==> src/rtl/gct_pkg.sv <==
`timescale 1ns / 1ps

package gct_pkg;

	// request transaction
	typedef struct packed {
		logic        cmd;
		logic [11:0] year;
		logic [3:0]  month;
		logic [4:0]  day;
		logic [4:0]  hour;
		logic [5:0]  minute;
		logic [25:0] second_us;
		logic [12:0] week;
		logic [39:0] sow_us;
	} req_t;

	// response transaction
	typedef struct packed {
		logic [11:0] out_year;
		logic [3:0]  out_month;
		logic [4:0]  out_day;
		logic [4:0]  out_hour;
		logic [5:0]  out_minute;
		logic [25:0] out_second_us;
		logic [12:0] out_week;
		logic [39:0] out_sow_us;
	} rsp_t;

	localparam int unsigned LAT = 7;

	localparam logic [36:0] US_PER_DAY  = 37'd86400000000;
	localparam logic [31:0] US_PER_HOUR = 32'd3600000000;
	localparam logic [25:0] US_PER_MIN  = 26'd60000000;

	// floor(30.6001 * idx)
	function automatic logic [9:0] month_base(input logic [4:0] idx);
		logic [9:0] v;
		case (idx)
			5'd0:    v = 10'd0;
			5'd1:    v = 10'd30;
			5'd2:    v = 10'd61;
			5'd3:    v = 10'd91;
			5'd4:    v = 10'd122;
			5'd5:    v = 10'd153;
			5'd6:    v = 10'd183;
			5'd7:    v = 10'd214;
			5'd8:    v = 10'd244;
			5'd9:    v = 10'd275;
			5'd10:   v = 10'd306;
			5'd11:   v = 10'd336;
			5'd12:   v = 10'd367;
			5'd13:   v = 10'd397;
			5'd14:   v = 10'd428;
			5'd15:   v = 10'd459;
			5'd16:   v = 10'd489;
			5'd17:   v = 10'd520;
			5'd18:   v = 10'd550;
			5'd19:   v = 10'd581;
			5'd20:   v = 10'd612;
			5'd21:   v = 10'd642;
			5'd22:   v = 10'd673;
			5'd23:   v = 10'd703;
			5'd24:   v = 10'd734;
			5'd25:   v = 10'd765;
			5'd26:   v = 10'd795;
			5'd27:   v = 10'd826;
			5'd28:   v = 10'd856;
			5'd29:   v = 10'd887;
			5'd30:   v = 10'd918;
			default: v = 10'd948;
		endcase
		return v;
	endfunction

endpackage

==> src/rtl/gct_cal2gps.sv <==
`timescale 1ns / 1ps

module gct_cal2gps (
	input  logic        clk,
	input  logic        en,
	input  logic [11:0] year,
	input  logic [3:0]  month,
	input  logic [4:0]  day,
	input  logic [4:0]  hour,
	input  logic [5:0]  minute,
	input  logic [25:0] second_us,
	output logic [12:0] week,
	output logic [39:0] sow_us
);

	localparam logic [21:0] MJD_BIAS = 22'd723263;
	localparam logic [21:0] RECIP7   = 22'((64'd1 << 24) / 7);

	// stage 1: day number since epoch and time of day
	logic               low_month;
	logic signed [21:0] year_adj;
	logic [4:0]         month_idx;
	logic signed [21:0] day_num;
	logic [36:0]        tod;

	assign low_month = month <= 4'd2;
	assign year_adj  = $signed({10'd0, year}) - (low_month ? 22'sd1 : 22'sd0);
	assign month_idx = low_month ? ({1'b0, month} + 5'd13) : ({1'b0, month} + 5'd1);
	assign day_num   = year_adj * 22'sd365 + (year_adj >>> 2)
		+ $signed({12'd0, gct_pkg::month_base(month_idx)})
		+ $signed({17'd0, day}) - $signed(MJD_BIAS);
	assign tod = 37'(hour) * 37'(gct_pkg::US_PER_HOUR)
		+ 37'(minute) * 37'(gct_pkg::US_PER_MIN) + 37'(second_us);

	logic signed [21:0] day_s1;
	logic [36:0]        tod_s1;

	// stage 2: carry whole days out of time of day, clamp before epoch
	logic               tod_carry;
	logic [36:0]        tod_norm;
	logic signed [21:0] day_norm;

	assign tod_carry = tod_s1 >= gct_pkg::US_PER_DAY;
	assign tod_norm  = tod_carry ? tod_s1 - gct_pkg::US_PER_DAY : tod_s1;
	assign day_norm  = day_s1 + (tod_carry ? 22'sd1 : 22'sd0);

	logic [19:0] day_s2;
	logic [36:0] tod_s2;

	// stage 3: week estimate by reciprocal
	logic [41:0] wk_prod;
	assign wk_prod = 42'(day_s2) * 42'(RECIP7);

	logic [16:0] wq_s3;
	logic [19:0] day_s3;
	logic [36:0] tod_s3;

	// stage 4: correct week, day of week into seconds of week
	logic [19:0] wk_rem;
	logic        wk_fix;
	logic [3:0]  dow;
	logic [16:0] wk_full;
	logic [39:0] sow_full;

	assign wk_rem   = day_s3 - 20'(wq_s3) * 20'd7;
	assign wk_fix   = wk_rem[3:0] >= 4'd7;
	assign dow      = wk_fix ? wk_rem[3:0] - 4'd7 : wk_rem[3:0];
	assign wk_full  = wq_s3 + 17'(wk_fix);
	assign sow_full = 40'(dow) * 40'(gct_pkg::US_PER_DAY) + 40'(tod_s3);

	logic [12:0] week_s [4:gct_pkg::LAT];
	logic [39:0] sow_s  [4:gct_pkg::LAT];

	always_ff @(posedge clk) begin
		if (en) begin
			day_s1 <= day_num;
			tod_s1 <= tod;
			day_s2 <= day_norm[21] ? '0 : day_norm[19:0];
			tod_s2 <= day_norm[21] ? '0 : tod_norm;
			wq_s3  <= wk_prod[40:24];
			day_s3 <= day_s2;
			tod_s3 <= tod_s2;
			week_s[4] <= wk_full[12:0];
			sow_s[4]  <= sow_full;
			for (int k = 5; k <= gct_pkg::LAT; k++) begin
				week_s[k] <= week_s[k-1];
				sow_s[k]  <= sow_s[k-1];
			end
		end
	end

	assign week   = week_s[gct_pkg::LAT];
	assign sow_us = sow_s[gct_pkg::LAT];

endmodule

==> config.mk <==
export PLATFORM = sky130hd
export DESIGN_NAME = gct_cal2gps
export DESIGN_NICKNAME = d
export VERILOG_FILES = /design/src/rtl/gct_pkg.sv /design/src/rtl/gct_cal2gps.sv
export SDC_FILE = /design/constraint.sdc
export NUM_CORES = 1
export LEC_CHECK = 0
export BUFFER_PORTS_ARGS = -buffer_cell sky130_fd_sc_hd__buf_2
export CAP_MARGIN = 20
export CORE_ASPECT_RATIO = 0.75
export CORE_MARGIN = 4
export CORE_UTILIZATION = 30
export DETAILED_ROUTE_END_ITERATION = 8
export MAX_ROUTING_LAYER = met4
export PLACE_DENSITY_LB_ADDON = 0.2
export SYNTH_ARGS = -nofsm -noshare
export SYNTH_HDL_FRONTEND = slang
export SYNTH_SLANG_ARGS = --single-unit
==> constraint.sdc <==
create_clock -name clk -period 10 [get_ports clk]
set_input_delay 1 -clock clk [delete_from_list [all_inputs] [get_ports clk]]
set_output_delay 1 -clock clk [all_outputs]
set_load 0.1 [all_outputs]
; ---- Yosys cells after proc, flatten, opt, wreduce, memory -nomap -nowiden
; Memory sizes are Yosys's and may differ from the RTL's.
; Cells that the tools add are included.
[classes]
n_addsub = 15
n_mux = 7
n_lt_le_gt_ge = 3
multipliers = 6
[op_table]
columns = cell, n
row1 = adder 22 x 11 -> 22 bit, 2
row2 = "multiplier 20 x 22 -> 41 bit, second input constant", 1
row3 = adder 40 x 37 -> 40 bit, 1
row4 = adder 37 x 26 -> 37 bit, 1
row5 = adder 37 x 32 -> 37 bit, 1
row6 = "greater-or-equal comparator 37 bit, second input constant", 1
row7 = 2-to-1 mux 37 bit, 1
row8 = "subtractor 37 bit, second input constant", 1
row9 = "multiplier 4 x 24 -> 27 bit, second input constant", 1
row10 = "multiplier 5 x 22 -> 27 bit, second input constant", 1
row11 = "multiplier 6 x 18 -> 24 bit, second input constant", 1
row12 = adder 22 x 2 -> 22 bit, 1
row13 = adder 22 x 6 -> 22 bit, 1
row14 = "multiplier 13 x 10 -> 22 bit, second input constant", 1
row15 = "subtractor 22 x 21 -> 22 bit, second input constant", 1
row16 = "multiplier 17 x 3 -> 4 bit, second input constant", 1
row17 = adder 13 x 1 -> 13 bit, 1
row18 = subtractor 12 x 1 -> 13 bit, 1
row19 = "adder 4 x 1 -> 5 bit, second input constant", 1
row20 = "adder 4 x 4 -> 5 bit, second input constant", 1
row21 = 2-to-1 mux 5 bit, 1
row22 = "greater-or-equal comparator 4 x 3 -> 1 bit, second input constant", 1
row23 = "less-or-equal comparator 4 x 2 -> 1 bit, second input constant", 1
row24 = 2-to-1 mux 1 bit, 4
row25 = other kinds (3), 3
[word_totals]
input_bits = 60
n_memories = 3
mem_bits_ro = 320
mem_bits_rw = 212
reg_bits = 174
out_inout_bits = 53
word_cells = 41
[mem_list]
columns = name, words, word_bits, read_ports, rd_clocked_by_memory_dff, write_ports, line
row1 = (no name shown), 32, 10, 1, 0, 0, gct_pkg.sv:39  ; case (idx)
row2 = sow_s, 4, 40, 4, 0, 4, gct_cal2gps.sv:72  ; logic [39:0] sow_s [4:gct_pkg::LAT];
row3 = week_s, 4, 13, 4, 0, 4, gct_cal2gps.sv:71  ; logic [12:0] week_s [4:gct_pkg::LAT];

; ---- Logic depth before layout (Yosys ltp)
[depth]
word_depth = 8
ltp_mapped = 33
mapped_depth_nobuf = 33

; ---- Worst setup path after synthesis
; Ideal clock, no wire load.
[synth_timing]
path_kind = input-to-reg
start = input port month[0]
end = register day_s1[16], data pin
path_stages = 28
arrival_time_ns = 7.616
setup_slack_ns = 2.126
cell_sequence = clkbuf_1 inv_1 ha_1 inv_1 a211oi_1 ha_1 ha_1 nand2_1 or3_1 or3_1 or3_1 xnor2_1 inv_1 fa_1 inv_1 fa_1 inv_1 fa_1 fa_1 inv_1 fa_1 ha_1 a21oi_1 o21ai_0 a2111oi_0 o31ai_1 a21oi_1 xnor2_1
[synth_between]
elab_chain_cells = 8
elab_cells_between_ends = 12
cone_classes = add/sub (7) / mul (1) / order compare (1) / mux (2) / memory (1)
[synth_lines]
columns = item, line
row1 = from (decl), gct_cal2gps.sv:7  ; input logic [3:0] month,
row2 = less-or-equal comparator 4 x 2 -> 1 bit, gct_cal2gps.sv:26  ; assign low_month = month <= 4'd2;
row3 = 2-to-1 mux 1 bit, gct_cal2gps.sv:27  ; assign year_adj = $signed({10'd0, year}) - (low_month ? 22'sd1 : 22'sd0);
row4 = subtractor 12 x 1 -> 13 bit, gct_cal2gps.sv:27
row5 = multiplier 13 x 10 -> 22 bit, gct_cal2gps.sv:29  ; assign day_num = year_adj * 22'sd365 + (year_adj >>> 2)
row6 = adder 22 x 11 -> 22 bit, gct_cal2gps.sv:29
row7 = adder 22 x 11 -> 22 bit (*), gct_cal2gps.sv:30  ; + $signed({12'd0, gct_pkg::month_base(month_idx)})
row8 = adder 22 x 6 -> 22 bit (*), gct_cal2gps.sv:31  ; + $signed({17'd0, day}) - $signed(MJD_BIAS);
row9 = subtractor 22 x 21 -> 22 bit (*), gct_cal2gps.sv:31
row10 = named net day_num[16], gct_cal2gps.sv:23  ; logic signed [21:0] day_num;
row11 = to (signal assigned), gct_cal2gps.sv:76  ; day_s1 <= day_num;
row12 = to (decl), gct_cal2gps.sv:35  ; logic signed [21:0] day_s1;
; Mark *: on every way through the listed nets, which the timed path passes. The rest lies on a longest branch.
; A chain may end at the register's enable or synchronous reset.

==> key figures <==
GRT
  – Vias in the first global route: approximately 18000
  – First-pass GRT wire length: between 90000 and 100000 um
  – Largest net degree at the start of global routing: between 100 and 150
  – GRT Total Usage: about 13%
  – Initial antenna violation count: 1
  – Global route overflow: 0

Logic synthesis
  – Post-Syn Instances: 2399
  – Sequential share of the synthesized area: approximately two fifths
  – Share of the synthesized area in the top cell type: roughly 40%
  – Synthesized Nets: between 3000 and 4000
  – Avg Inst Size Synth: approximately 12 um2
  – Yosys cell types: slightly above 70
  – Area contributors post-synth: edfxtp_1 41%, ha_1 17%, fa_1 13%, inv_1 4.8%, xnor2_1 4.0%
  – #FFs+latches synth: approximately 380
  – Dominant register cell in the synthesized netlist: edfxtp_1
  – EDFF count, synth: roughly 380
  – Post-synth ARST share: 0%
  – Area leader, netlist: edfxtp_1
  – Synthesized area: roughly 28000 um2
  – Yosys warns: 0

Worst setup path
  – Flop-to-flop setup slack: 1.08 ns
  – CP max stage cell: o41ai_1
  – CP Data Arrival Time: around 9.2 ns
  – Most used cell, CP: ha_1
  – R2R Path Start: wq_s3[0]
  – Reg-to-Reg End: sow_s[1][39]
  – Worst Setup Start Kind: flop
  – Kind of critical path: flop to flop
  – Setup crit end kind: flop
  – Worst Path Required: around 10 ns
  – CP peak stage delay: 0.59 ns
  – CP Max Fanout: 6
  – Register-to-Register Path Depth: 30

Final layout
  – Layout area overhead: 10.9%
  – Layout cells sized above 1: ~8.2%
  – Net count, final: a little over 3000
  – FILL cells: around 9200
  – Post-Layout Inst Area: about 31000 um2
  – Ant diodes: 0

Placement
  – Placed Area: ~30000 um2
  – Post-DP HPWL: ~49000 um
  – GPL Wtd Cong: between 0.8 and 0.9
  – Port Buf Inserts: ~110

Min path
  – Hold Startpoint: sow_s[1][114]
  – Hold worst-path end: sow_s[1][154]
  – Worst min-delay path category: flop to flop
  – Worst hold path stage count: 0

STA
  – Final hold vios: 0
  – Final setup fails: 0
  – Fmax achieved: about 0.11 GHz
  – Worst slew pin tran: roughly 1 ns
  – Clock Skew: approximately 0.020 ns
  – Unrepaired setup endpoints after global routing: false
  – Post-layout min period: roughly 8.9 ns
  – Fin crit share: 89.2%
  – Final setup TNS: 0 ns
  – Slew HR: 34.2%
  – Final slew viol count: 0

CTS
  – Clk slew on worst S/H paths: 0.06 ns
  – Post-CTS setup buffers: 0
  – Cts repair resizes: 0
  – Clk sinks: roughly 380
  – Cts hold-fix bufs: 0
  – Worst-Skew Late Latency: roughly 0.57 ns
  – CTS HTree Levels: 2
  – Root Driver: clkbuf_16
  – CTS tree: done
  – Clock buffer count from CTS: 43
  – CTS Buffer Depth: 3

Detailed routing
  – DRT Pass-1 Iters: 5
  – Detailed-route via count: ~17000
  – Initial drt markers: 829
  – DR WL/cell: ~16 um
  – Antenna Violating Nets Remaining: 0
  – Final wirelength: 60200 um
  – Detail-routed via count per cell: around 4.6
  – DRC: 0

Floorplan
  – Die ar.: slightly below 100000 um2
  – DIE WIDTH: 361 um
  – Cell row count: 96
  – Initial core utilization: between 30% and 40%
  – Top Ports: 113
  – Die Span Y: about 270 um
  – Core area: between 90000 and 100000 um2

Outcome
  – Status: finished, final reports clean

Run
  – Max Cap Violations: 0
-- cell usage in the layout, fill, tap and decap left out, drive strengths merged, types with 11 or more instances in the layout --
master / instances
nor2b: 16
a21o: 40
a211oi: 22
a31oi: 17
or3: 16
or2: 11
clkbuf: 48
nand2: 96
o31ai: 11
and2: 26
buf: 120
nor2: 127
and3: 16
nor3: 41
nand3: 41
fa: 179
o21ai: 64
o21bai: 21
a21oi: 127
inv: 361
clkinv: 20
xnor2: 129
nand4: 15
ha: 373
edfxtp: 382
xor2: 74
o21a: 14
-- routing by layer --
layer | wire [um] | vias to the layer above | GRT usage, %
met5 | 0 | - | -
met4 | 902 | 0 | 2.36
met3 | 1630 | 61 | 1.50
met2 | 26600 | 185 | 19.1
met1 | 31000 | 8323 | 18.3
li1 | - | 8496 | -
-- cell usage after synthesis, drive strengths merged (5+ instances only) --
cell / instances
xnor2: 129
clkbuf: 21
nand4: 15
fa: 179
o41ai: 5
o21bai: 21
nor2b: 16
o21ai: 64
ha: 373
nand2: 96
nand2b: 10
and2: 26
edfxtp: 382
a31oi: 17
or3: 16
inv: 358
xor2: 74
o21a: 14
nor4: 8
buf: 55
a21o: 40
nor2: 127
o211ai: 10
or2: 11
a21oi: 127
and3: 16
o31ai: 11
nand3: 41
nor3: 41
a211oi: 22
-- per-stage QoR --
| step | std cells | worst slack (ns) | hold WS [ns] | utilization [%] |
|---|---|---|---|---|
| finish | 3743 | 1.08 | 0.413 | 33.8 |
| global route | 3743 | 0.363 | 0.420 | 33.8 |
| CTS | 3743 | 1.08 | 0.415 | 33.8 |
| detailed placement | 3668 | 1.10 | 0.405 | 32.3 |
| global placement | 3668 | 1.32 | 0.401 | 32.3 |
| floorplan | 2399 | 2.13 | 0.400 | - |
-- worst max-delay path: cells and delay by family, from the launching register on --
family                   cells  cell delay (ns)
AO/OA/AOI/OAI               15             4.30
AND/OR/NAND/NOR              1             0.09
flip-flops                   1             0.44
buffers and inverters        4             0.30
XOR/XNOR                     3             0.70
adder cells (fa/ha/maj)      7             2.79
-- worst max path at each step --
stage | start | endpoint | slack, ns | cells after the start
6_report | wq_s3[0] | sow_s[1][39] | 1.08 | 30
5_1_grt | wq_s3[0] | sow_s[1][39] | 0.36 | 31
4_1_cts | wq_s3[0] | sow_s[1][39] | 1.08 | 30
3_5_place_dp | wq_s3[0] | sow_s[1][39] | 1.10 | 30
3_3_place_gp | month[0] | day_s1[16] | 1.32 | 28
2_1_floorplan | month[0] | day_s1[16] | 2.13 | 28
-- sequential cells by signal, summed over array words and instances (netlist names) --
signal  flops
sow_s     160
week_s     52
tod_s1     37
tod_s2     37
tod_s3     37
day_s1     22
day_s2     20
wq_s3      13
day_s3      4
-- cell families after synthesis --
group                    share of synthesized area (%)
adder cells (fa/ha/maj)                           29.5
AND/OR/NAND/NOR                                   7.54
buffers and inverters                             6.53
AO/OA/AOI/OAI                                     8.88
flip-flops                                        41.0
XOR/XNOR                                          6.35
multiplexers                                     0.228
-- cell type report --
type	count	area [um2]	share of cell area, %
flip-flops and latches	382	11500	36.9
well taps	1225	1530	4.94
clock inverters	27	264	0.850
multi-input cells	1583	14700	47.4
repair buffers	120	631	2.03
inverters	358	1340	4.33
clock buffers	48	1090	3.53
Power is left out: the tool's default activity adds up to more than one toggle a clock period on the data nets, which glitch-free logic cannot reach.
