## src/rtl/gct_pkg.sv

```systemverilog
`timescale 1ns / 1ps

package gct_pkg;

	// request transaction
	typedef struct packed {
		logic        cmd;
		logic [11:0] year;
		logic [3:0]  month;
		logic [4:0]  day;
		logic [4:0]  hour;
		logic [5:0]  minute;
		logic [25:0] second_us;
		logic [12:0] week;
		logic [39:0] sow_us;
	} req_t;

	// response transaction
	typedef struct packed {
		logic [11:0] out_year;
		logic [3:0]  out_month;
		logic [4:0]  out_day;
		logic [4:0]  out_hour;
		logic [5:0]  out_minute;
		logic [25:0] out_second_us;
		logic [12:0] out_week;
		logic [39:0] out_sow_us;
	} rsp_t;

	localparam int unsigned LAT = 7;

	localparam logic [36:0] US_PER_DAY  = 37'd86400000000;
	localparam logic [31:0] US_PER_HOUR = 32'd3600000000;
	localparam logic [25:0] US_PER_MIN  = 26'd60000000;

	// floor(30.6001 * idx)
	function automatic logic [9:0] month_base(input logic [4:0] idx);
		logic [9:0] v;
		case (idx)
			5'd0:    v = 10'd0;
			5'd1:    v = 10'd30;
			5'd2:    v = 10'd61;
			5'd3:    v = 10'd91;
			5'd4:    v = 10'd122;
			5'd5:    v = 10'd153;
			5'd6:    v = 10'd183;
			5'd7:    v = 10'd214;
			5'd8:    v = 10'd244;
			5'd9:    v = 10'd275;
			5'd10:   v = 10'd306;
			5'd11:   v = 10'd336;
			5'd12:   v = 10'd367;
			5'd13:   v = 10'd397;
			5'd14:   v = 10'd428;
			5'd15:   v = 10'd459;
			5'd16:   v = 10'd489;
			5'd17:   v = 10'd520;
			5'd18:   v = 10'd550;
			5'd19:   v = 10'd581;
			5'd20:   v = 10'd612;
			5'd21:   v = 10'd642;
			5'd22:   v = 10'd673;
			5'd23:   v = 10'd703;
			5'd24:   v = 10'd734;
			5'd25:   v = 10'd765;
			5'd26:   v = 10'd795;
			5'd27:   v = 10'd826;
			5'd28:   v = 10'd856;
			5'd29:   v = 10'd887;
			5'd30:   v = 10'd918;
			default: v = 10'd948;
		endcase
		return v;
	endfunction

endpackage

```

## src/rtl/gct_gps2cal.sv

```systemverilog
`timescale 1ns / 1ps

module gct_gps2cal (
	input  logic        clk,
	input  logic        en,
	input  logic [12:0] week,
	input  logic [39:0] sow_us,
	output logic [11:0] year,
	output logic [3:0]  month,
	output logic [4:0]  day,
	output logic [4:0]  hour,
	output logic [5:0]  minute,
	output logic [25:0] second_us
);

	localparam logic [24:0] RECIP_C = 25'((64'd1 << 40) / 36525);
	localparam logic [18:0] RECIP_H = 19'((64'd1 << 40) / 3515625);
	localparam logic [22:0] RECIP_M = 23'((64'd1 << 40) / 234375);
	localparam logic [27:0] RECIP_E = 28'(((64'd1 << 32) * 10000) / 306001);

	// stage 1: whole days inside seconds of week
	logic [3:0]  day_cnt;
	logic [15:0] days;

	always_comb begin
		day_cnt = '0;
		for (int j = 1; j <= 12; j++) begin
			if (sow_us >= 40'(j) * 40'(gct_pkg::US_PER_DAY))
				day_cnt = day_cnt + 4'd1;
		end
	end
	assign days = 16'(week) * 16'd7 + 16'(day_cnt);

	logic [15:0] days_s1;
	logic [39:0] sow_s1;
	logic [3:0]  dcnt_s1;

	// stage 2: julian day terms and seconds of day
	logic [27:0] num_s2;
	logic [21:0] b_s2;
	logic [36:0] sod_s2;

	// stage 3: century-year and hour estimates
	logic [52:0] c_prod;
	logic [45:0] h_prod;
	assign c_prod = 53'(num_s2) * 53'(RECIP_C);
	assign h_prod = 46'(sod_s2[36:10]) * 46'(RECIP_H);

	logic [12:0] c_s3;
	logic [4:0]  hr_s3;
	logic [27:0] num_s3;
	logic [21:0] b_s3;
	logic [36:0] sod_s3;

	// stage 4: corrections
	logic [27:0] c_rem;
	logic [36:0] hr_rem;
	logic        hr_fix;
	assign c_rem  = num_s3 - 28'(c_s3) * 28'd36525;
	assign hr_rem = sod_s3 - 37'(hr_s3) * 37'(gct_pkg::US_PER_HOUR);
	assign hr_fix = hr_rem >= 37'(gct_pkg::US_PER_HOUR);

	logic [12:0] c_s4;
	logic [4:0]  hr_s4;
	logic [31:0] rem_s4;
	logic [21:0] b_s4;

	// stage 5: day of year term and minute estimate
	logic [21:0] doy;
	logic [46:0] m_prod;
	assign doy    = b_s4 - 22'(c_s4) * 22'd365 - 22'(c_s4 >> 2);
	assign m_prod = 47'(rem_s4[31:8]) * 47'(RECIP_M);

	logic [9:0]  doy_s5;
	logic [12:0] c_s5;
	logic [4:0]  hr_s5;
	logic [31:0] rem_s5;
	logic [5:0]  min_s5;

	// stage 6: month index estimate, minute correction
	logic [37:0] e_prod;
	logic [31:0] m_rem;
	logic        m_fix;
	assign e_prod = 38'(doy_s5) * 38'(RECIP_E);
	assign m_rem  = rem_s5 - 32'(min_s5) * 32'(gct_pkg::US_PER_MIN);
	assign m_fix  = m_rem >= 32'(gct_pkg::US_PER_MIN);

	logic [4:0]  e_s6;
	logic [9:0]  doy_s6;
	logic [12:0] c_s6;
	logic [4:0]  hr_s6;
	logic [5:0]  min_s6;
	logic [25:0] sec_s6;

	// stage 7: month, day and year
	logic [23:0] e_rem;
	logic [4:0]  e_fin;
	logic [9:0]  day_full;
	logic [4:0]  mon_full;
	logic [12:0] yr_full;
	assign e_rem    = 24'(doy_s6) * 24'd10000 - 24'(e_s6) * 24'd306001;
	assign e_fin    = e_s6 + 5'(e_rem >= 24'd306001);
	assign day_full = doy_s6 - gct_pkg::month_base(e_fin);
	assign mon_full = (e_fin >= 5'd14) ? e_fin - 5'd13 : e_fin - 5'd1;
	assign yr_full  = 13'(c_s6) - 13'd4715 - 13'(mon_full >= 5'd3);

	logic [11:0] year_s7;
	logic [3:0]  month_s7;
	logic [4:0]  day_s7;
	logic [4:0]  hour_s7;
	logic [5:0]  minute_s7;
	logic [25:0] sec_s7;

	always_ff @(posedge clk) begin
		if (en) begin
			days_s1 <= days;
			sow_s1  <= sow_us;
			dcnt_s1 <= day_cnt;

			num_s2 <= 28'(days_s1) * 28'd100 + 28'd244565990;
			b_s2   <= 22'(days_s1) + 22'd2445782;
			sod_s2 <= 37'(sow_s1 - 40'(dcnt_s1) * 40'(gct_pkg::US_PER_DAY));

			c_s3   <= c_prod[52:40];
			hr_s3  <= h_prod[44:40];
			num_s3 <= num_s2;
			b_s3   <= b_s2;
			sod_s3 <= sod_s2;

			c_s4   <= c_s3 + 13'(c_rem >= 28'd36525);
			hr_s4  <= hr_s3 + 5'(hr_fix);
			rem_s4 <= hr_fix ? 32'(hr_rem - 37'(gct_pkg::US_PER_HOUR)) : 32'(hr_rem);
			b_s4   <= b_s3;

			doy_s5 <= doy[9:0];
			c_s5   <= c_s4;
			hr_s5  <= hr_s4;
			rem_s5 <= rem_s4;
			min_s5 <= m_prod[45:40];

			e_s6   <= e_prod[36:32];
			doy_s6 <= doy_s5;
			c_s6   <= c_s5;
			hr_s6  <= hr_s5;
			min_s6 <= min_s5 + 6'(m_fix);
			sec_s6 <= m_fix ? 26'(m_rem - 32'(gct_pkg::US_PER_MIN)) : 26'(m_rem);

			year_s7   <= yr_full[11:0];
			month_s7  <= mon_full[3:0];
			day_s7    <= day_full[4:0];
			hour_s7   <= hr_s6;
			minute_s7 <= min_s6;
			sec_s7    <= sec_s6;
		end
	end

	assign year      = year_s7;
	assign month     = month_s7;
	assign day       = day_s7;
	assign hour      = hour_s7;
	assign minute    = minute_s7;
	assign second_us = sec_s7;

endmodule

```

## config.mk

```make
export PLATFORM = sky130hd
export DESIGN_NAME = gct_gps2cal
export DESIGN_NICKNAME = d
export VERILOG_FILES = /design/src/rtl/gct_pkg.sv /design/src/rtl/gct_gps2cal.sv
export SDC_FILE = /design/constraint.sdc
export NUM_CORES = 2
export LEC_CHECK = 0
export BUFFER_PORTS_ARGS = -buffer_cell sky130_fd_sc_hd__buf_2
export CAP_MARGIN = 10
export CORE_MARGIN = 10
export CORE_UTILIZATION = 35
export CTS_CLUSTER_SIZE = 12
export DETAILED_ROUTE_END_ITERATION = 7
export SETUP_SLACK_MARGIN = 0.5
export SKIP_LAST_GASP = 1
export SLEW_MARGIN = 5
export SYNTH_ARGS = -nofsm -noshare
export SYNTH_HDL_FRONTEND = slang
export SYNTH_SLANG_ARGS = --single-unit
```

## constraint.sdc

```tcl
create_clock -name clk -period 22.6 [get_ports clk]
set_input_delay 3.39 -clock clk [delete_from_list [all_inputs] [get_ports clk]]
set_output_delay 3.39 -clock clk [all_outputs]
set_load 0.01 [all_outputs]
```

Yosys cells after proc, flatten, opt, wreduce, memory -nomap -nowiden --
Memories as Yosys holds them, arrays and structs flattened. Cells that the tools add are included.
Word-level totals: logic and storage cells 111, memories 1, bits in registers 472, output and inout port bits 58, ROM bits 320
Memory list:
- (no name shown) | depth 32, bits a word 10, read ports 1, clocked after Yosys merged registers in 0, write ports 0, RTL line gct_pkg.sv:39 | case (idx)
Operators by class: muxes and demuxes 15, $add $sub $neg 32, multipliers 13, $lt $le $gt $ge 18
Operators by type and width (count):
- $ge 40x40->1 const B | 6
- $ge 40x39->1 const B | 3
- $ge 40x38->1 const B | 2
- $sub 37x37->37 | 2
- $mul 28x25->53 const B | 1
- $mul 24x23->46 const B | 1
- $mul 27x19->45 const B | 1
- $add 4x1->4 const B | 11
- $mux 4 | 11
- $ge 40x37->1 const B | 1
- $ge 37x32->1 const B | 1
- $mul 10x28->37 const B | 1
- $ge 32x26->1 const B | 1
- $mux 32 | 1
- $sub 32x32->32 | 1
- $sub 32x32->32 const B | 1
- $ge 28x16->1 const B | 1
- $mul 13x16->28 const B | 1
- $sub 28x28->28 | 1
- $add 24x26->27 const B | 1
- $mul 5x22->27 const B | 1
- $mux 26 | 1
- $sub 26x26->26 const B | 1
- $ge 24x19->1 const B | 1
- other kinds (23) | 25

Logic depth before layout (Yosys ltp) --
depth after elaboration 25, depth in mapped cells 57, mapped depth without buffers 55

Worst setup path before layout --
Ideal clock, no wire load.
kind input -> register, start point input sow_us[25], end point register days_s1[15], data pin, cell stages on the path 51, setup time 0.262 ns, path slack 9.433 ns, data arrival time 12.905 ns, required time 22.338 ns, buffers on the path 1, cells stage by stage buf_2 > nor4bb_1 > and4_1 > or4b_2 > o211ai_1 > ha_1 > nor3_1 > nor2b_1 > ha_1 > nor2_1 > a31oi_1 > ha_1 > nand2_1 > nand2_1 > ha_1 > nor2_1 > a31oi_1 > ha_1 > [15 not listed] > a21oi_2 > a31oi_1 > xnor2_1 > fa_1 > inv_1 > fa_1 > a21o_1 > a21oi_1 > o21bai_1 > a21oi_1 > o21bai_1 > a21oi_1 > o21bai_1 > a21oi_1 > o21bai_1 > a21oi_1 > mux2i_1 > nand3_1
On the way: word-level cells in the longest chain between the ends 25, elaborated cells on any way between the ends 36
Ends and longest elaborated chain:
- start: declaration | RTL line gct_gps2cal.sv:7 | input logic [39:0] sow_us,
- $ge 40x37->1 | RTL line gct_gps2cal.sv:28 | if (sow_us >= 40'(j) * 40'(gct_pkg::US_PER_DAY))
- $mux 1 | RTL line gct_gps2cal.sv:28
- $add 4x1->4 | RTL line gct_gps2cal.sv:29 | day_cnt = day_cnt + 4'd1;
- $mux 4 | RTL line gct_gps2cal.sv:28
- $add 4x1->4 | RTL line gct_gps2cal.sv:29
- $mux 4 | RTL line gct_gps2cal.sv:28
- $add 4x1->4 | RTL line gct_gps2cal.sv:29
- $mux 4 | RTL line gct_gps2cal.sv:28
- [10 not listed]
- $add 4x1->4 | RTL line gct_gps2cal.sv:29
- $mux 4 | RTL line gct_gps2cal.sv:28
- $add 4x1->4 | RTL line gct_gps2cal.sv:29
- $mux 4 | RTL line gct_gps2cal.sv:28
- $add 4x1->4 | RTL line gct_gps2cal.sv:29
- $mux 4 (*) | RTL line gct_gps2cal.sv:28
- $add 16x4->16 (*) | RTL line gct_gps2cal.sv:32 | assign days = 16'(week) * 16'd7 + 16'(day_cnt);
- named net days[15] | RTL line gct_gps2cal.sv:23 | logic [15:0] days;
- end signal: assignment | RTL line gct_gps2cal.sv:116 | days_s1 <= days;
- end: declaration | RTL line gct_gps2cal.sv:34 | logic [15:0] days_s1;
Mark *: on every way through the listed nets, which the timed path passes. The rest lies on a longest branch. A chain may end at the register's enable or synchronous reset.

Worst setup path after layout --
start point input sow_us[29], end point register days_s1[15], data pin
The elaborated chain is that of the path after synthesis.

==> run metrics <==
Global Route Usage Sum=14.24%; # nets final=9072; DRC errors left=0; count of max-cap constraint violations=0; Post-Synthesis Mean Instance Area=10.60 um^2; Slowest cell on crit path=sky130_fd_sc_hd__or4b_2; Worst Reg-to-Reg Cells=47; share of the clock period used by the worst path=61.55%; number of global-route vias before repair=47960; width of the chip=465.2 um; Net Count, Synth=8913; total overflow reported by the global router=0; unrepaired setup endpoints after global routing=false; non-filler cells, final=9393; height of the die=465.2 um; initial antenna violation count=4; final-report hold violation count=0; first drt pass iteration count=5; setup total negative slack=0 ps; Synth Cell Area=69380 um^2; post-layout min period=13910 ps; proportion of layout cells with a drive suffix above 1=4.546%; Antenna Diode Count=0; Final setup violation count=0; most common cell after layout, fill and taps aside=sky130_fd_sc_hd__inv_1; gate count after technology mapping=6546; number of hold-repair buffers added at the cts stage=0; initial cell density of the core=35.18%; category of the worst setup path capture point=flop; number of antenna-violating nets in the routed design=0; clock tree root driver cell=sky130_fd_sc_hd__clkbuf_16; number of clock sinks=461; count of distinct cell types in the synthesized netlist=113; most prevalent standard cell on the critical path=sky130_fd_sc_hd__ha_1; run status=complete, no violations; max frequency=0.07189 GHz; commonest cells after routing, fill and taps aside=1782 x sky130_fd_sc_hd__inv_1, 1377 x sky130_fd_sc_hd__ha_1, 935 x sky130_fd_sc_hd__fa_1, 461 x sky130_fd_sc_hd__edfxtp_1, 226 x sky130_fd_sc_hd__a21oi_1; number of vias in the routed layout=44300; DRT iter0 DRCs=2176; sort of element at the start of the critical path=primary input; Worst Setup Path Type=in2reg; number of top-level pins=113; routability-driven placement congestion ratio=0.8641; required arrival time at the worst endpoint=23050 ps; Arrival @ worst endpoint=14360 ps; post-CTS sizing=0; setup bufs post-CTS=0; Routed Wire Length=151500 um; TritonCTS clock tree=done; count of synthesis-stage warnings from yosys=0; die footprint=216400 um^2; most used flip-flop cell after synthesis=sky130_fd_sc_hd__edfxtp_1; maximum number of pins on one net before global-route repair=120; placed cell count=9285; number of enable-type register cells in the synthesized netlist=461; dpl hpwl=126400 um; hold-critical path depth=0; total clock buffers created by CTS=58; sequential cell area fraction in the yosys report=19.95%; depth of the CTS H-tree=2; per-cell via count in the routed design=4.716; actual transition at the worst max-transition pin=1098 ps; total number of placement rows=163; Place WS=8008 ps; highest net fanout along the worst path=15; count of input and output buffers=112; area of the core=197200 um^2; global-route wire length before repair=252200 um; async set-or-reset flop fraction in the synthesized netlist=0%; clock skew=45.80 ps; flops & latches, synth=461; Max Buffers Root-to-Sink=3; CTS clock-pin slew for the worst setup and hold paths=50 ps; class of the worst hold path=reg2reg; normalized max-slew margin=26.81%; crit path setup slack, layout=8690 ps; later-pin clock latency in the skew report=710 ps; maximum cell stage delay along the critical path=590 ps; Routed WL per cell=16.13 um; layout overhead on the synthesized area=8.614%; number of max-slew violations in the final report=0
[per-stage QoR]
step | hold slack, ps | instance area, um^2 | util [%]
6_report | 416.1 | 75350 | 38.21
5_1_grt | 422.1 | 75350 | 38.21
4_1_cts | 416.4 | 75350 | 38.21
3_5_place_dp | 404.5 | 73240 | 37.14
3_3_place_gp | 400.8 | 73240 | 37.14
2_1_floorplan | 400.3 | 69380 | -
[layout make-up]
class                      instances  area, um^2
sequential                       461       13840
timing repair buffer             139       773.2
clock inverter                    45       638.1
clock buffer                      63        1470
tap                             2640        3303
inverter                        1784        6696
fill                           19290      121900
multi-input combinational       4261       48630
[logic make-up (layout without fill, tap and decap cells)]
kind of cell / after synthesis / in the layout / share of synthesized area [%]
AO/OA/AOI/OAI: 812 / 812 / 7.815
XOR/XNOR: 344 / 344 / 4.476
adder cells (fa/ha/maj): 2312 / 2312 / 51.81
buffers and inverters: 1824 / 2031 / 9.953
flip-flops: 461 / 461 / 19.95
multiplexers: 16 / 16 / 0.2399
AND/OR/NAND/NOR: 777 / 777 / 5.748
[synth_stat cells (20+ instances only)]
master	instances	area, um^2
sky130_fd_sc_hd__a211oi_1	24	180.2
sky130_fd_sc_hd__a21o_1	83	623.1
sky130_fd_sc_hd__a21oi_1	226	1131
sky130_fd_sc_hd__a31oi_1	42	262.8
sky130_fd_sc_hd__and3_1	29	181.4
sky130_fd_sc_hd__buf_2	26	130.1
sky130_fd_sc_hd__edfxtp_1	461	13840
sky130_fd_sc_hd__fa_1	935	18720
sky130_fd_sc_hd__ha_1	1377	17230
sky130_fd_sc_hd__inv_1	1782	6689
sky130_fd_sc_hd__nand2_1	171	641.9
sky130_fd_sc_hd__nand2b_1	31	193.9
sky130_fd_sc_hd__nand3_1	70	350.3
sky130_fd_sc_hd__nand4_1	27	168.9
sky130_fd_sc_hd__nor2_1	182	683.2
sky130_fd_sc_hd__nor2b_1	43	269.0
sky130_fd_sc_hd__nor3_1	83	415.4
sky130_fd_sc_hd__nor4_1	20	125.1
sky130_fd_sc_hd__o211ai_1	21	157.7
sky130_fd_sc_hd__o21a_1	42	315.3
sky130_fd_sc_hd__o21ai_0	146	730.7
sky130_fd_sc_hd__o21bai_1	30	225.2
sky130_fd_sc_hd__or2_2	20	125.1
sky130_fd_sc_hd__xnor2_1	225	1971
sky130_fd_sc_hd__xor2_1	111	972.2
[registers in the layout, summed over array words and instances (netlist names), 13 cells and up]
signal / cells
c_s3: 13
days_s1: 16
num_s2: 23
num_s3: 23
rem_s4: 32
rem_s5: 32
sec_s6: 26
second_us: 26
sod_s2: 37
sod_s3: 37
sow_s1: 37
[worst max-delay path: cells and delay by family]
kind / cells / cell delay, ps
adders and majority gates: 11 / 3640
AOI/OAI and AO/OA: 16 / 2910
and+or+nand+nor: 15 / 2720
muxes: 3 / 750
buffers and inverters: 4 / 490
xor gates and xnor gates: 2 / 450
[path summary, 6_finish.rpt]
| check | from | to | slack (ps) |
|---|---|---|---|
| worst min-delay path | sec_s6[25] | second_us[25] | 420 |
| worst min register to register | sec_s6[25] | second_us[25] | 420 |
| worst max register to register | doy_s6[3] | year[11] | 10720 |
| worst max-delay path | sow_us[29] | days_s1[15] | 8690 |
[per-layer routing]
layer / vias up / routed length, um / global-route usage [%] / share of wire, %
li1: 21630 / - / - / -
met1: 21760 / 70300 / 19.23 / 46
met2: 702 / 71220 / 23.92 / 47
met3: 203 / 5389 / 1.872 / 3.6
met4: 6 / 4550 / 3.937 / 3.0
met5: - / 38 / 0 / 0.025
Power is not shown: default switching activity piles up to over one toggle a cycle in this logic, so the estimate is an artifact.
