`src/rtl/gct_pkg.sv`:
```
`timescale 1ns / 1ps

package gct_pkg;

	// request transaction
	typedef struct packed {
		logic        cmd;
		logic [11:0] year;
		logic [3:0]  month;
		logic [4:0]  day;
		logic [4:0]  hour;
		logic [5:0]  minute;
		logic [25:0] second_us;
		logic [12:0] week;
		logic [39:0] sow_us;
	} req_t;

	// response transaction
	typedef struct packed {
		logic [11:0] out_year;
		logic [3:0]  out_month;
		logic [4:0]  out_day;
		logic [4:0]  out_hour;
		logic [5:0]  out_minute;
		logic [25:0] out_second_us;
		logic [12:0] out_week;
		logic [39:0] out_sow_us;
	} rsp_t;

	localparam int unsigned LAT = 7;

	localparam logic [36:0] US_PER_DAY  = 37'd86400000000;
	localparam logic [31:0] US_PER_HOUR = 32'd3600000000;
	localparam logic [25:0] US_PER_MIN  = 26'd60000000;

	// floor(30.6001 * idx)
	function automatic logic [9:0] month_base(input logic [4:0] idx);
		logic [9:0] v;
		case (idx)
			5'd0:    v = 10'd0;
			5'd1:    v = 10'd30;
			5'd2:    v = 10'd61;
			5'd3:    v = 10'd91;
			5'd4:    v = 10'd122;
			5'd5:    v = 10'd153;
			5'd6:    v = 10'd183;
			5'd7:    v = 10'd214;
			5'd8:    v = 10'd244;
			5'd9:    v = 10'd275;
			5'd10:   v = 10'd306;
			5'd11:   v = 10'd336;
			5'd12:   v = 10'd367;
			5'd13:   v = 10'd397;
			5'd14:   v = 10'd428;
			5'd15:   v = 10'd459;
			5'd16:   v = 10'd489;
			5'd17:   v = 10'd520;
			5'd18:   v = 10'd550;
			5'd19:   v = 10'd581;
			5'd20:   v = 10'd612;
			5'd21:   v = 10'd642;
			5'd22:   v = 10'd673;
			5'd23:   v = 10'd703;
			5'd24:   v = 10'd734;
			5'd25:   v = 10'd765;
			5'd26:   v = 10'd795;
			5'd27:   v = 10'd826;
			5'd28:   v = 10'd856;
			5'd29:   v = 10'd887;
			5'd30:   v = 10'd918;
			default: v = 10'd948;
		endcase
		return v;
	endfunction

endpackage

```
`src/rtl/gct_skid.sv`:
```
`timescale 1ns / 1ps

module gct_skid (
	input  logic           clk,
	input  logic           arst_n,
	input  logic           up_valid,
	output logic           up_ready,
	input  gct_pkg::rsp_t  up,
	output logic           dn_valid,
	input  logic           dn_ready,
	output gct_pkg::rsp_t  dn
);

	logic          out_vld_q;
	logic          spare_vld_q;
	gct_pkg::rsp_t out_q;
	gct_pkg::rsp_t spare_q;
	logic          take;

	assign up_ready = !spare_vld_q;
	assign take     = up_valid && !spare_vld_q;

	always_ff @(posedge clk or negedge arst_n) begin
		if (!arst_n) begin
			out_vld_q   <= 1'b0;
			spare_vld_q <= 1'b0;
		end else if (out_vld_q && !dn_ready) begin
			if (take)
				spare_vld_q <= 1'b1;
		end else if (spare_vld_q) begin
			out_vld_q   <= 1'b1;
			spare_vld_q <= 1'b0;
		end else begin
			out_vld_q <= take;
		end
	end

	always_ff @(posedge clk) begin
		if (out_vld_q && !dn_ready) begin
			if (take)
				spare_q <= up;
		end else if (spare_vld_q) begin
			out_q <= spare_q;
		end else if (take) begin
			out_q <= up;
		end
	end

	assign dn_valid = out_vld_q;
	assign dn       = out_q;

endmodule

```
`config.mk`:
```
export PLATFORM = sky130hd
export DESIGN_NAME = gct_skid
export DESIGN_NICKNAME = d
export VERILOG_FILES = /design/src/rtl/gct_pkg.sv /design/src/rtl/gct_skid.sv
export SDC_FILE = /design/constraint.sdc
export NUM_CORES = 1
export LEC_CHECK = 0
export BUFFER_PORTS_ARGS = -buffer_cell sky130_fd_sc_hd__buf_2
export CORE_UTILIZATION = 50
export CTS_CLUSTER_DIAMETER = 50
export DETAILED_ROUTE_END_ITERATION = 10
export PLACE_DENSITY = 0.88
export REMOVE_ABC_BUFFERS = 1
export SYNTH_ARGS = -nofsm -noshare
export SYNTH_HDL_FRONTEND = slang
export SYNTH_SLANG_ARGS = --single-unit
```
`constraint.sdc`:
```
create_clock -name clk -period 12.12 [get_ports clk]
set_input_delay 3.636 -clock clk [delete_from_list [all_inputs] [get_ports clk]]
set_output_delay 3.636 -clock clk [all_outputs]
set_load 0.02 [all_outputs]
```
# After elaboration in Yosys (flattened, before gate mapping)
# Index checks and enable logic that the tools add are counted.
[classes]
n_addsub = 0
n_shift = 0
multipliers = 0
n_div = 0
n_mux = 5
order_cmp = 0
bitwise_logic = 1
reduce_logical = 7
n_eq_ne = 1
[op_table]
columns = ["operator", "count"]
rows = [
  ["two-way mux 111 bit", 2],
  ["AND reduction 2 bit", 2],
  ["two-way mux 1 bit", 3],
  ["logical AND 1 bit", 2],
  ["zero test 1 bit", 2],
  ["inequality test 2 bit, second input constant", 1],
  ["nonzero test 2 bit", 1],
  ["NOT 1 bit", 1],
]
[totals]
in_bits = 115
ram_bits = 0
register_bits = 224
n_memories = 0
latchBits = 0
romBits = 0

# Depth between registers and ports, before layout
# Gate-level depths: netlist (run 1).
[depth]
ltp_word = 4
ltp_mapped = 4
depth_no_buf = 2

# Least setup slack after synthesis (run 1)
# OpenSTA, ideal clock, no wires.
[synth_path]
kind = "input to register"
from = "in dn_ready"
to = "reg spare_q[0] (netlist name), enable pin"
setup_slack_ns = -0.514
t_arrival_ns = 11.894
cell_stages = 2
path_cell_list = "nand2b_1 -> nor3b_1"
[synth_via]
elab_chain_len = 3
[synth_lines]
columns = ["item", "line_no", "text"]
rows = [
  ["from (decl)", "gct_skid.sv:10", "input logic dn_ready,"],
  ["zero test 1 bit", "gct_skid.sv:39", "if (out_vld_q && !dn_ready) begin"],
  ["logical AND 1 bit", "gct_skid.sv:39", ""],
  ["AND reduction 2 bit (no line)", "-", ""],
  ["to (signal assigned)", "gct_skid.sv:41", "spare_q <= up;"],
  ["to (decl)", "gct_skid.sv:17", "gct_pkg::rsp_t spare_q;"],
]
# Every way passes these cells.
# A chain may end at the register's enable or synchronous reset.

# Worst setup path in the final report (run 1)
[layout_path]
from = "in dn_ready"
to = "reg spare_q[19] (netlist name), enable pin"
# Same word-level chain as after synthesis.

==> results.json, run 1 <==
{
  "drtIter0Drc": 256,
  "ant_nets": 0,
  "drive_gt1_share_pct": 61.1,
  "dpl.hpwl_um": 9920,
  "overflow": 0,
  "syn_area_sq_mm": 0.00834,
  "grt_usage_pct": 17.8,
  "end_kind": "register",
  "finalCritPeriodShare_pct": 44.6,
  "first_global_vias": 4506,
  "drc": 0,
  "grt-busiest-layer": "met2",
  "grt_use_met2_pct": 29.9,
  "final_hold_viol_count": 0,
  "drv_cap": 0,
  "area_growth_syn_to_layout_pct": 25.4,
  "num_rows": 46,
  "antenna_found_initial": 1,
  "cts_tree": "yes",
  "final_cells": 837,
  "num-nets-final": 716,
  "cts_buffer_depth": 3,
  "use_met3_pct": 4.86,
  "worstPathRequired_ns": 12.25,
  "synth_cell_types": 13,
  "synth.avg_cell_area_sq_um": 23.5,
  "grtUsageMet1_pct": 22.0,
  "ys_ff_latch": 224,
  "powerDensity_mw_per_mm2": 174,
  "place_congestion": 0.725,
  "vdd_ir_drop_max_mv": 0.106,
  "outcome": "finished clean",
  "yosys-top-cells-area": "edfxtp_1 80%, mux2_4 10%, mux2_2 7.2%",
  "fin_crit_ns": 5.41,
  "cts_resized": 0,
  "die_area_sq_mm": 0.0172,
  "grt_pass1_wl_um": 24100,
  "worst_pin_slew_ns": 1.03,
  "cp-start-kind": "input pin",
  "htree_levels": 1,
  "cts-root-buf": "clkbuf_16",
  "p_leak_nw": 4.06,
  "core_area_sq_mm": 0.0161,
  "fill_cells": 1090,
  "synth_cells": 355,
  "clk_latency_ns": 0.51,
  "port_buffers": 227,
  "synth_area_leader_cell": "edfxtp_1",
  "totalWireLength_um": 15200,
  "fin_skew_ns": 0.00734,
  "vias": 4178,
  "vias_per_cell": 4.99,
  "max_slew_margin_pct": 31.6,
  "cts-hold-fix-buffers": 0,
  "die_w_um": 131,
  "synth_warnings": 0,
  "io-pin-count": 228,
  "cts_buffers": 25,
  "worstSetupPathType": "input pin to register",
  "grt_max_degree": 68,
  "finalMaxSlewViolations": 0,
  "avgRoutedWirePerCell_um": 18.2,
  "synth-seq-area-share_pct": 80.6,
  "clk_pin_slew_ns": 0.06,
  "hp-class": "register to register",
  "finalSetupTns_ns": 0,
  "grt_setup_unrepaired": "no",
  "fp.dieH_um": 131,
  "fmax_ghz": 0.185,
  "first_pass_iters": 4,
  "critPathMaxFanout": 64,
  "post_cts_buffers": 0,
  "synth_top_cell_area_share_pct": 80.0,
  "clock_sinks": 224,
  "worstPathArrival_ns": 5.54,
  "initial_core_util_pct": 51.9,
  "finalSetupViolations": 0,
  "dpl.cell_count": 790
}
==> layout make-up <==
class | instances | area (sq um) | share of cell area (%)
antenna | 1 | 2.50 | 0.0239
clock buffer | 31 | 648 | 6.20
clock inverter | 15 | 129 | 1.23
inverter | 1 | 3.75 | 0.0359
multi-input combinational | 117 | 1510 | 14.5
sequential | 224 | 6720 | 64.3
tap | 216 | 270 | 2.58
timing repair buffer | 232 | 1170 | 11.2
==> metrics by stage <==
step	setup slack (ns)	cell area (sq um)	hold WS (ns)	utilization, %	total power, mW
2_1_floorplan	-0.514	8220	0.524	-	1.08
3_3_place_gp	6.30	9680	0.525	60.3	1.12
3_5_place_dp	6.18	9680	0.531	60.3	1.13
4_1_cts	6.71	10500	0.546	65.1	1.84
5_1_grt	6.58	10500	0.558	65.1	1.88
6_report	6.71	10500	0.543	65.1	1.82
==> kinds of logic (layout without fill, tap and decap cells) <==
kind of cell | after synthesis | in the layout | synth area share [%]
multiplexers | 111 | 111 | 17.6
AND/OR/NAND/NOR | 6 | 6 | 0.375
other | 0 | 1 | 0
buffers and inverters | 14 | 279 | 1.47
flip-flops | 224 | 224 | 80.6
==> critical path: stages <==
cell and delay, ns:
buf_2 0.10, nand2b_1 0.21, nor3b_2 0.21, buf_4 0.54
buf_4 0.75
==> placed cells by master (no fill, tap or decap), drive strengths merged <==
master	instances
clkinv	10
mux2	111
nor3b	1
nor2b	1
edfxtp	222
clkbuf	31
diode	1
bufinv	2
nor2	2
nand2	1
nand2b	1
inv	3
clkinvlp	1
dfrtp	2
buf	232
==> final timing paths <==
| kind | start | to | slack [ns] | depth (start not counted) |
|---|---|---|---|---|
| min in group asynchronous | arst_n | dn_valid$_DFFE_PN0N_ | 2.90 | 1 |
| setup reg to reg | spare_vld_q$_DFFE_PN0P_ | dn[76]$_DFFE_PP_ | 9.04 | 4 |
| max in group asynchronous | arst_n | spare_vld_q$_DFFE_PN0P_ | 9.10 | 1 |
| hold reg to reg | spare_q[98]$_DFFE_PP_ | dn[98]$_DFFE_PP_ | 0.54 | 1 |
| hold / removal | spare_q[98]$_DFFE_PP_ | dn[98]$_DFFE_PP_ | 0.54 | 1 |
| setup / recovery | dn_ready | spare_q[19]$_DFFE_PP_ | 6.71 | 5 |
==> cell usage after synthesis, drive strengths merged <==
cell and count:
edfxtp 222, mux2 111, buf 13, dfrtp 2
nor2 2, inv 1, nand2 1, nand2b 1
nor2b 1, nor3b 1
==> metal layers <==
metal  wire length [um]  share of wire [%]
met4                400                2.6
met3               1190                7.8
met2               7560                 50
met5                  0                  0
met1               6060                 40
==> flip-flops by register name, indices dropped and copies added, names as in the netlist <==
| name | cells |
|---|---|
| dn | 111 |
| spare_q | 111 |
| dn_valid | 1 |
| spare_vld_q | 1 |
==> power breakdown <==
part	total [mW]	leakage (nW)	internal (mW)	switching (mW)
Combinational	0.181	1.57	0.0782	0.103
Clock	0.706	0.377	0.422	0.284
Sequential	0.935	2.11	0.916	0.0184
(Power assumes the default switching activity.)
==> run 2, diff against run 1 <==
==> constraint.sdc (replaced) <==
create_clock -name clk -period 5.1 [get_ports clk]
set_input_delay 1.53 -clock clk [delete_from_list [all_inputs] [get_ports clk]]
set_output_delay 1.53 -clock clk [all_outputs]
set_load 0.02 [all_outputs]
==> run 2 against run 1 <==
Sequential power is 140% higher. Register-to-register slack lost 6.6 ns. Total power rose by 140%. Critical path depth shrank 3. Wire length barely moved. Critical endpoint is now up_ready.
==> results.json, run 2 (synthesis gave the netlist of run 1 again) <==
{
  "drtIter0Drc": 277,
  "finalCritPeriodShare_pct": 66.8,
  "power_mw": 4.37,
  "cp-start-kind": "register",
  "totalWireLength_um": 15200,
  "grt_pass1_wl_um": 24100,
  "critPathMaxFanout": 64,
  "ant_nets": 0,
  "initial_core_util_pct": 51.9,
  "die_area_sq_mm": 0.0172,
  "worstPathRequired_ns": 3.57,
  "port_buffers": 227,
  "avgRoutedWirePerCell_um": 18.3,
  "first_pass_iters": 4,
  "finalSetupViolations": 0,
  "layout_common_cells": "227 x buf_2, 222 x edfxtp_1, 58 x mux2_4",
  "first_global_vias": 4499,
  "final_cells": 832,
  "finalMaxSlewViolations": 0,
  "num_rows": 46,
  "final_hold_viol_count": 0,
  "worstPathArrival_ns": 1.88,
  "htree_levels": 1,
  "p_leak_nw": 4.05,
  "max_slew_margin_pct": 32.3,
  "io-pin-count": 228,
  "drive_gt1_share_pct": 62.3,
  "vias_per_cell": 5.02,
  "antenna_cells": 0,
  "grt_max_degree": 112,
  "grt_setup_unrepaired": "no",
  "drv_cap": 0,
  "cts_buffers": 25,
  "overflow": 0,
  "num-nets-final": 714,
  "place_congestion": 0.781,
  "core_area_sq_mm": 0.0161,
  "dpl.hpwl_um": 9700,
  "fin_skew_ns": 0.00954,
  "end_kind": "output port",
  "antenna_found_initial": 0,
  "clock_sinks": 224,
  "utilization_pct": 65.3,
  "drc": 0,
  "grt_usage_pct": 17.8,
  "cts_buffer_depth": 3,
  "worst_pin_slew_ns": 1.02,
  "cts_tree": "yes",
  "area_growth_syn_to_layout_pct": 25.8,
  "clk_pin_slew_ns": 0.06,
  "dpl.cell_count": 788,
  "vias": 4176,
  "cts-root-buf": "clkbuf_16",
  "fp.dieH_um": 131,
  "die_w_um": 131,
  "hp-class": "register to register",
  "worstSetupPathType": "register to output port",
  "fmax_ghz": 0.293,
  "final_common_cell": "buf_2",
  "outcome": "finished clean",
  "cts_resized": 0,
  "post_cts_buffers": 0,
  "clk_latency_ns": 0.50,
  "cts-hold-fix-buffers": 0,
  "fin_crit_ns": 3.41,
  "powerDensity_mw_per_mm2": 417,
  "vdd_ir_drop_max_mv": 0.301
}
[run 2: power breakdown]
| part | internal (mW) | total (mW) | leakage [nW] | switching (mW) |
|---|---|---|---|---|
| Clock | 1.02 | 1.72 | 0.376 | 0.696 |
| Sequential | 2.18 | 2.22 | 2.11 | 0.0472 |
| Combinational | 0.188 | 0.428 | 1.57 | 0.241 |
| Total | 3.39 | 4.37 | 4.05 | 0.984 |
[run 2: critical path, cell delays in order, from the launching register on]
cell     delay (ns)
dfrtp_4        1.07
inv_1          0.11
buf_2          0.20
[run 2: routing by layer]
layer  wire length (um)  global-route usage (%)
met2               7500                    29.9
met4                435                    5.56
met5                  0                       0
met1               6150                    22.1
met3               1120                    5.36
[run 2: final timing paths]
path | start | end | depth (start not counted) | slack, ns
worst min register to register | spare_q[106]$_DFFE_PP_ | dn[106]$_DFFE_PP_ | 1 | 0.55
max in group asynchronous | arst_n | spare_vld_q$_DFFE_PN0P_ | 1 | 4.18
worst max-delay path | spare_vld_q$_DFFE_PN0P_ | up_ready | 2 | 1.69
worst min-delay path | spare_q[106]$_DFFE_PP_ | dn[106]$_DFFE_PP_ | 1 | 0.55
min in group asynchronous | arst_n | spare_vld_q$_DFFE_PN0P_ | 1 | 0.81
worst max register to register | spare_vld_q$_DFFE_PN0P_ | dn[108]$_DFFE_PP_ | 2 | 2.46
[run 2: final cells by class]
cell class              count  area, sq um
flip-flops and latches    224         6720
fillers                  1107         5570
multi-input cells         117         1510
repair buffers            230         1180
clock buffers              29          651
well taps                 216          270
clock inverters            15          149
inverters                   1         3.75
[run 2: through the flow]
stage	area [sq um]	hold WS, ns	TNS, ns	setup slack, ns
final	10500	0.547	0	1.69
after global routing	10500	0.553	0	1.55
after CTS	10500	0.545	0	1.65
after detailed placement	9690	0.532	0	2.06
after global placement	9690	0.527	0	2.10
after floorplan	8220	0.524	-1164.85	-6.38
==> run 3, diff against run 2 <==
--- a/config.mk
+++ b/config.mk
@@ -6,10 +6,10 @@
 export NUM_CORES = 1
 export LEC_CHECK = 0
 export BUFFER_PORTS_ARGS = -buffer_cell sky130_fd_sc_hd__buf_2
-export CORE_UTILIZATION = 50
+export CORE_UTILIZATION = 47
 export CTS_CLUSTER_DIAMETER = 50
 export DETAILED_ROUTE_END_ITERATION = 10
-export PLACE_DENSITY = 0.88
+export PLACE_DENSITY = 0.87
 export REMOVE_ABC_BUFFERS = 1
 export SYNTH_ARGS = -nofsm -noshare
 export SYNTH_HDL_FRONTEND = slang
==> constraint.sdc (replaced) <==
create_clock -name clk -period 2.8 [get_ports clk]
set_input_delay 0.84 -clock clk [delete_from_list [all_inputs] [get_ports clk]]
set_output_delay 0.84 -clock clk [all_outputs]
set_load 0.02 [all_outputs]
==> run 3 against run 2 <==
Sequential share of layout area down 0.46 points. Register-to-register slack got worse by 1.5 ns. Largest cell class unchanged. Critical path depth did not move. Non-clock buffer count increased by 2. Wire length up 1.2%. Flip-flop and latch count did not move. Core utilization shrank 4.2 points. Critical endpoint unchanged. Worst hold slack lost 0.44 ns. Cell count grew 1.4%. Clock power increased by 87%. Die area grew 6.3%. Combinational power increased by 91%.
==> results.json, run 3 (synthesis gave the netlist of run 1 again) <==
{
  "die_w_um": 135,
  "dpl.hpwl_um": 10000,
  "cp-start-kind": "register",
  "htree_levels": 1,
  "max_slew_margin_pct": 48.5,
  "setup.worst_path.start": "spare_vld_q$_DFFE_PN0P_",
  "fin_crit_ns": 2.18,
  "cp.buffers_inverters": 2,
  "area_growth_syn_to_layout_pct": 26.7,
  "place_congestion": 0.777,
  "clk_pin_slew_ns": 0.06,
  "antenna_found_initial": 1,
  "critPathMaxFanout": 11,
  "num-nets-final": 715,
  "totalWireLength_um": 15400,
  "die_area_sq_mm": 0.0183,
  "fill_cells": 1246,
  "worstPathArrival_ns": 1.34,
  "cts_tree": "yes",
  "vias": 4184,
  "worstPathRequired_ns": 1.96,
  "ant_nets": 0,
  "vdd_ir_drop_max_mv": 0.428,
  "core_area_sq_mm": 0.0173,
  "cpMaxStageDelayCell": "dfrtp_4",
  "final_area_sq_mm": 0.0106,
  "drtIter0Drc": 188,
  "first_global_vias": 4441,
  "outcome": "finished clean",
  "cp_slowest_stage_delay_ns": 0.57,
  "utilization_pct": 61.1,
  "finalSetupViolations": 0,
  "final_common_cell": "buf_2",
  "grt_max_degree": 112,
  "cts-root-buf": "clkbuf_16",
  "post_cts_buffers": 0,
  "drv_cap": 0,
  "layout_common_cells": "227 x buf_2, 222 x edfxtp_1, 58 x mux2_4",
  "path_delay_family": "flip-flops",
  "finalMaxSlewViolations": 0,
  "first_pass_iters": 4,
  "port_buffers": 227,
  "path_cells": "inv_1 > buf_2",
  "vias_per_cell": 4.96,
  "end_kind": "output port",
  "finalCritPeriodShare_pct": 77.7,
  "cts_buffer_depth": 3,
  "avgRoutedWirePerCell_um": 18.2,
  "cts-hold-fix-buffers": 0,
  "drc": 0,
  "overflow": 0,
  "drive_gt1_share_pct": 62.1,
  "fmax_ghz": 0.460,
  "worst_pin_slew_ns": 0.772,
  "final_hold_viol_count": 0,
  "p_leak_nw": 4.09,
  "clock_sinks": 224,
  "fin_skew_ns": 0.0110,
  "placed_cell_area_sq_mm": 0.00974,
  "initial_core_util_pct": 48.2,
  "cts_resized": 0,
  "crit-reg2reg-launch": "spare_vld_q$_DFFE_PN0P_",
  "fp.dieH_um": 135,
  "powerDensity_mw_per_mm2": 763,
  "hp-class": "input pin to asynchronous set/reset pin",
  "grt_usage_pct": 16.6,
  "num_rows": 48,
  "grt_setup_unrepaired": "no",
  "clk_latency_ns": 0.50,
  "worstSetupPathType": "register to output port",
  "cts_buffers": 24,
  "grt_pass1_wl_um": 23400,
  "io-pin-count": 228,
  "hold_ws_ns": 0.111
}
[run 3: final timing paths]
path	end	slack, ns	depth (start not counted)
max	up_ready	0.62	2
min	spare_vld_q$_DFFE_PN0P_	0.11	1
max reg2reg	dn[31]$_DFFE_PP_	0.91	2
min reg2reg	dn[87]$_DFFE_PP_	0.54	1
max in group asynchronous	spare_vld_q$_DFFE_PN0P_	2.58	1
min in group clk	spare_q[7]$_DFFE_PP_	0.52	1
[run 3: layout make-up]
type / count / area (sq um) / share of cell area [%]
clock inverters: 14 / 178 / 1.68
inverters: 1 / 3.75 / 0.0355
multi-input cells: 117 / 1510 / 14.3
diodes: 1 / 2.50 / 0.0237
repair buffers: 232 / 1220 / 11.6
well taps: 225 / 282 / 2.66
flip-flops and latches: 224 / 6720 / 63.6
clock buffers: 30 / 644 / 6.10
[run 3: routing by layer]
| metal | vias up | part of all wire, % | global-route usage, % |
|---|---|---|---|
| met5 | - | 0 | 0 |
| met4 | 0 | 2.4 | 5.37 |
| met3 | 35 | 8.2 | 5.05 |
| met2 | 187 | 50 | 27.9 |
| met1 | 2040 | 39 | 20.4 |
| li1 | 1922 | - | - |
[run 3: worst register-to-register path: stages (launching register included)]
cell	delay [ns]
dfrtp_4	0.53
buf_4	0.63
mux2_2	0.48
[run 3: per-stage QoR]
step	cells	setup slack, ns	setup TNS (ns)	power, mW
finish	844	0.624	0	8.06
global route	844	0.558	0	8.31
CTS	843	0.590	0	8.14
detailed placement	799	0.524	0	4.92
global placement	799	0.583	0	4.88
floorplan	342	-8.68	-1808.19	4.67
[run 3: where the power goes]
part	internal [mW]	switching [mW]
Combinational	0.346	0.469
Clock	1.94	1.28
Sequential	3.96	0.0612
